===== config.mk =====
export PLATFORM = sky130hd
export DESIGN_NAME = sdsq_cell
export DESIGN_NICKNAME = d
export VERILOG_FILES = /design/src/design/sdsq_pkg.sv /design/src/design/sdsq_cell.sv
export SDC_FILE = /design/constraint.sdc
export NUM_CORES = 1
export LEC_CHECK = 0
export ABC_AREA = 1
export BUFFER_PORTS_ARGS = -buffer_cell sky130_fd_sc_hd__buf_4
export CELL_PAD_IN_SITES_DETAIL_PLACEMENT = 1
export CELL_PAD_IN_SITES_GLOBAL_PLACEMENT = 2
export CORE_MARGIN = 8
export CORE_UTILIZATION = 23
export CTS_CLUSTER_DIAMETER = 120
export DETAILED_ROUTE_END_ITERATION = 7
export PLACE_DENSITY = 0.84
export REMOVE_ABC_BUFFERS = 1
export SLEW_MARGIN = 20
export SYNTH_ARGS = -nofsm -noshare
export SYNTH_HDL_FRONTEND = slang
export SYNTH_SLANG_ARGS = --single-unit

===== constraint.sdc =====
create_clock -name clock -period 6.52 [get_ports clock]
set_input_delay 1.63 -clock clock [delete_from_list [all_inputs] [get_ports clock]]
set_output_delay 1.63 -clock clock [all_outputs]
set_load 0.05 [all_outputs]

===== src/design/sdsq_pkg.sv =====
// ----------------------------------------------------------------------------
// sdsq_pkg
// Shared types and codes for the stable descending sort queue.
// ----------------------------------------------------------------------------
package sdsq_pkg;

   localparam int KEY_BITS  = 32;
   localparam int WORD_BITS = 32;

   localparam logic OP_PUSH = 1'b0;
   localparam logic OP_POP  = 1'b1;

   localparam logic [1:0] STATUS_PUSHED  = 2'd0;
   localparam logic [1:0] STATUS_POPPED  = 2'd1;
   localparam logic [1:0] STATUS_EMPTY   = 2'd2;
   localparam logic [1:0] STATUS_DROPPED = 2'd3;

   // broadcast to every cell in the chain
   typedef struct packed {
      logic push;    // transfer inserts an entry (store not full)
      logic pop;     // transfer removes the head (store not empty)
      logic pinned;  // head entry is pinned
   } ctrl_type;

endpackage


===== src/design/sdsq_cell.sv =====
// ----------------------------------------------------------------------------
// sdsq_cell
// One slot of the insertion chain: keeps, takes the new entry, or shifts.
// ----------------------------------------------------------------------------
module sdsq_cell #(
   parameter int MOVE_BITS = 32,
   parameter int CNT_W     = 7,
   parameter int INDEX     = 0
) (
   input  logic                                 clock,
   input  sdsq_pkg::ctrl_type                   ctrl,
   input  logic [CNT_W-1:0]                     count,
   input  logic signed [sdsq_pkg::KEY_BITS-1:0] new_key,
   input  logic [MOVE_BITS-1:0]                 new_move,
   input  logic                                 left_keep,
   input  logic signed [sdsq_pkg::KEY_BITS-1:0] left_key,
   input  logic [MOVE_BITS-1:0]                 left_move,
   input  logic signed [sdsq_pkg::KEY_BITS-1:0] right_key,
   input  logic [MOVE_BITS-1:0]                 right_move,
   output logic                                 keep,
   output logic signed [sdsq_pkg::KEY_BITS-1:0] key_q,
   output logic [MOVE_BITS-1:0]                 move_q
);

   logic signed [sdsq_pkg::KEY_BITS-1:0] key_ff, key_in;
   logic [MOVE_BITS-1:0]                 move_ff, move_in;
   logic                                 occupied;
   logic                                 head_lock;

   assign occupied  = CNT_W'(INDEX) < count;
   assign head_lock = (INDEX == 0) && ctrl.pinned;
   // equal keys stay ahead of the new entry
   assign keep      = occupied && ((key_ff >= new_key) || head_lock);

   always_comb begin
      key_in  = key_ff;
      move_in = move_ff;
      if (ctrl.pop) begin
         key_in  = right_key;
         move_in = right_move;
      end else if (ctrl.push && !keep) begin
         if (left_keep) begin
            key_in  = new_key;
            move_in = new_move;
         end else begin
            key_in  = left_key;
            move_in = left_move;
         end
      end
   end

   always_ff @(posedge clock) begin
      key_ff  <= key_in;
      move_ff <= move_in;
   end

   assign key_q  = key_ff;
   assign move_q = move_ff;

endmodule


==> summary.md <==
| Metric | Value |
|---|---|
| Final period util | 0.751 |
| Clk buf depth | 2 |
| CTS clock-pin slew for the worst setup and hold paths | 60 ps |
| Total design power | around 1.6 mW |
| Crit path kind | in -> out |
| Seq/Total Area, Yosys | 0.474 |
| Critical path arrival | 3260 ps |
| Commonest non-fill, non-tap cells in the layout | buf_4, a21oi_1, nand2_1, nor2_1, edfxtp_1 |
| GRT Overall Usage | 0.154 |
| Grt met1 use | 0.162 |
| Crit path max fanout | 4 |
| Setup slack, reg-to-reg | 3630 ps |
| Vias | 4,505 |
| Yosys reg bits | 64 |
| Antenna Violating Nets Remaining | 0 |
| CP peak stage delay | between 300 and 400 ps |
| Placed cell areas | 6260 um^2 |
| DRC | 0 |
| Worst path cell trace | buf_4 > inv_1 > ha_1 > nand2_1 > nor2_1 > and2_1 > and3_1 > nand2_1 > nand2_1 > nand2_1 > nand3_1 > nand2_1 > inv_1 > buf_4 |
| Fin area | 6610 um^2 |
| Nets | 989 |
| Most common cell after layout, fill and taps aside | buf_4 |
| Layout cells sized above 1 | 0.381 |
| DR vias/cell | 4.58 |
| Fin crit period | 4890 ps |
| CORE AREA | approximately 17,000 um^2 |
| Fillers | 2,061 |
| Largest net degree at the start of global routing | 66 |
| Worst slew pin tran | between 900 and 1000 ps |
| DP HPWL | about 13 mm |
| IO buf count | 268 |
| Setup crit end kind | primary output |
| Vias in the first global route | 5,051 |
| WL per Instance | 18.0 um |
| Initial core utilization | 0.235 |
| Max cap viols | 0 |
| Postcts setup bufs | 0 |
| Rel. slew slack | 0.369 |
| Area delta synth->final | 62.9% |
| Antenna diodes | 0 |
| DRT Pass-1 Iters | 4 |
| Met3 Use GR | 0.0498 |
| Final setup violation count | 0 |
| IO Count | between 200 and 300 |
| Total power per unit cell area | around 240 nW/um^2 |
| Overflow after GRT | 0 |
| Insertion delay to the later sink of the worst-skew pair | about 340 ps |
| Leakage | 3.17 nW |
| Starting DRT DRC Count | 117 |
| Sequential cell area | just under 2000 um^2 |
| Row count | 48 |
| Initial antenna violation count | 0 |
| Post-cts sizing count | 0 |
| Pins over their slew limit | 0 |
| Fmax | 204 MHz |
| Reg2Reg Depth | 11 |
| First-pass GRT wire length | ~27 mm |
| Height of the die | 149 um |
| Die X | 149 um |
| Grt peak-use layer | met2 |
| Area of the mapped netlist | 4060 um^2 |
| Critical Path RT | between 4000 and 5000 ps |
| CTS sink cnt | 64 |
| CTS buffer count | 9 |
| GPL Wtd Cong | 0.785 |
| Met2 GRT Util | 0.285 |
| Hold WC Path Type | in -> reg |
| Worst r2r src | key_q[31]$_DFFE_PP_ |
| Drt total wl | around 18 mm |
| Synthesized area per cell | 8.12 um^2 |
| Nature of the critical path startpoint | primary input |
| RSZ-0062 raised after global routing | false |
| Clk_skew | 6.55 ps |
| Maximum vdd ir drop | 0.114 mV |
| Synthesized instance count | 500 |
| Worst Setup EP | keep |
| Die area | 22,100 um^2 |
| CP max-delay cell | ha_1 |
| Hold buffers post-CTS | 0 |
| Count of cell types in the netlist | 23 |
| Setup TNS Final | 0 ps |
| R2R Path End | move_q[9]$_DFFE_PP_ |
| CTS tree | yes |
| Status | finished, final reports clean |
| CTS root buf | clkbuf_16 |
| Critical path startpoint | new_key[31] |
| Most used cell, CP | nand2_1 |
| Count of final hold-check violations | 0 |
| Yosys warns | 0 |
| # H-tree levels | 3 |
| Multi-input gate area | roughly 1900 um^2 |
[metal layers]
layer  wire length (um)  part of all wire
met1               6840              0.39
met2               9230              0.52
met3               1360             0.077
met4                267             0.015
met5                  0                 0
[sequential cells by signal, indices dropped and copies added, names as in the netlist]
signal / count
key_q: 32
move_q: 32
[worst min path at each step]
stage                                     end  cells after the start  slack (ps)                 from
final                     move_q[7]$_DFFE_PP_                      3        1610        right_move[7]
after global routing      key_q[17]$_DFFE_PP_                      3        1610        right_key[17]
after CTS                 key_q[14]$_DFFE_PP_                      3        1590        right_key[14]
after detailed placement   key_q[9]$_DFFE_PP_                      6        1760  key_q[31]$_DFFE_PP_
after global placement     key_q[9]$_DFFE_PP_                      6        1720  key_q[31]$_DFFE_PP_
after floorplan            key_q[0]$_DFFE_PP_                      2        1860         right_key[0]
[logic make-up (layout without fill, tap and decap cells)]
family	Yosys count	after routing	synth area share
AND/OR/NAND/NOR	184	184	0.175
buffers and inverters	70	328	0.0654
adder cells (fa/ha/maj)	32	32	0.0987
flip-flops	64	64	0.474
AO/OA/AOI/OAI	150	150	0.188
[cell usage after synthesis (all sizes together)]
library cell  count  area (um^2)
edfxtp           64         1920
and2              2         12.5
buf              13         51.3
clkbuf           14         52.6
a21o              2         15.0
and3              1         6.26
ha               32          400
nor3              1         5.00
nor2             74          278
nand3             3         15.0
a21oi           143          716
o21ai             3         15.0
nand2           101          379
nor4              1         6.26
clkinv            1         3.75
o21a              2         16.3
inv              42          158
nand4             1         6.26
[area by class of cell]
| cell class | instances | share of cell area |
|---|---|---|
| clock buffers | 9 | 0.0341 |
| clock inverters | 7 | 0.0180 |
| inverters | 43 | 0.0248 |
| multi-input cells | 366 | 0.284 |
| flip-flops and latches | 64 | 0.291 |
| well taps | 225 | 0.0426 |
| repair buffers | 269 | 0.306 |
[power by group]
group | total, mW | leakage (nW) | switching (mW) | internal (mW)
registers | 0.524 | 0.627 | 0.0180 | 0.506
clock network | 0.575 | 0.162 | 0.200 | 0.374
logic | 0.471 | 2.38 | 0.291 | 0.181
[stage by stage]
| stage | worst slack [ps] | std cells | util | hold WS [ps] |
|---|---|---|---|---|
| after floorplan | 1790 | 473 | - | 1860 |
| after global placement | 1720 | 967 | 0.362 | 1720 |
| after detailed placement | 1650 | 967 | 0.362 | 1760 |
| after CTS | 1630 | 983 | 0.382 | 1590 |
| after global routing | 1430 | 983 | 0.382 | 1610 |
| final | 1630 | 983 | 0.382 | 1610 |
[worst max-delay path, delay by kind of cell]
family / cells / cell delay [ps]
simple gates: 9 / 920
buf+inv: 4 / 370
fa+ha+maj: 1 / 340
Power figures use the tool's default switching activity.
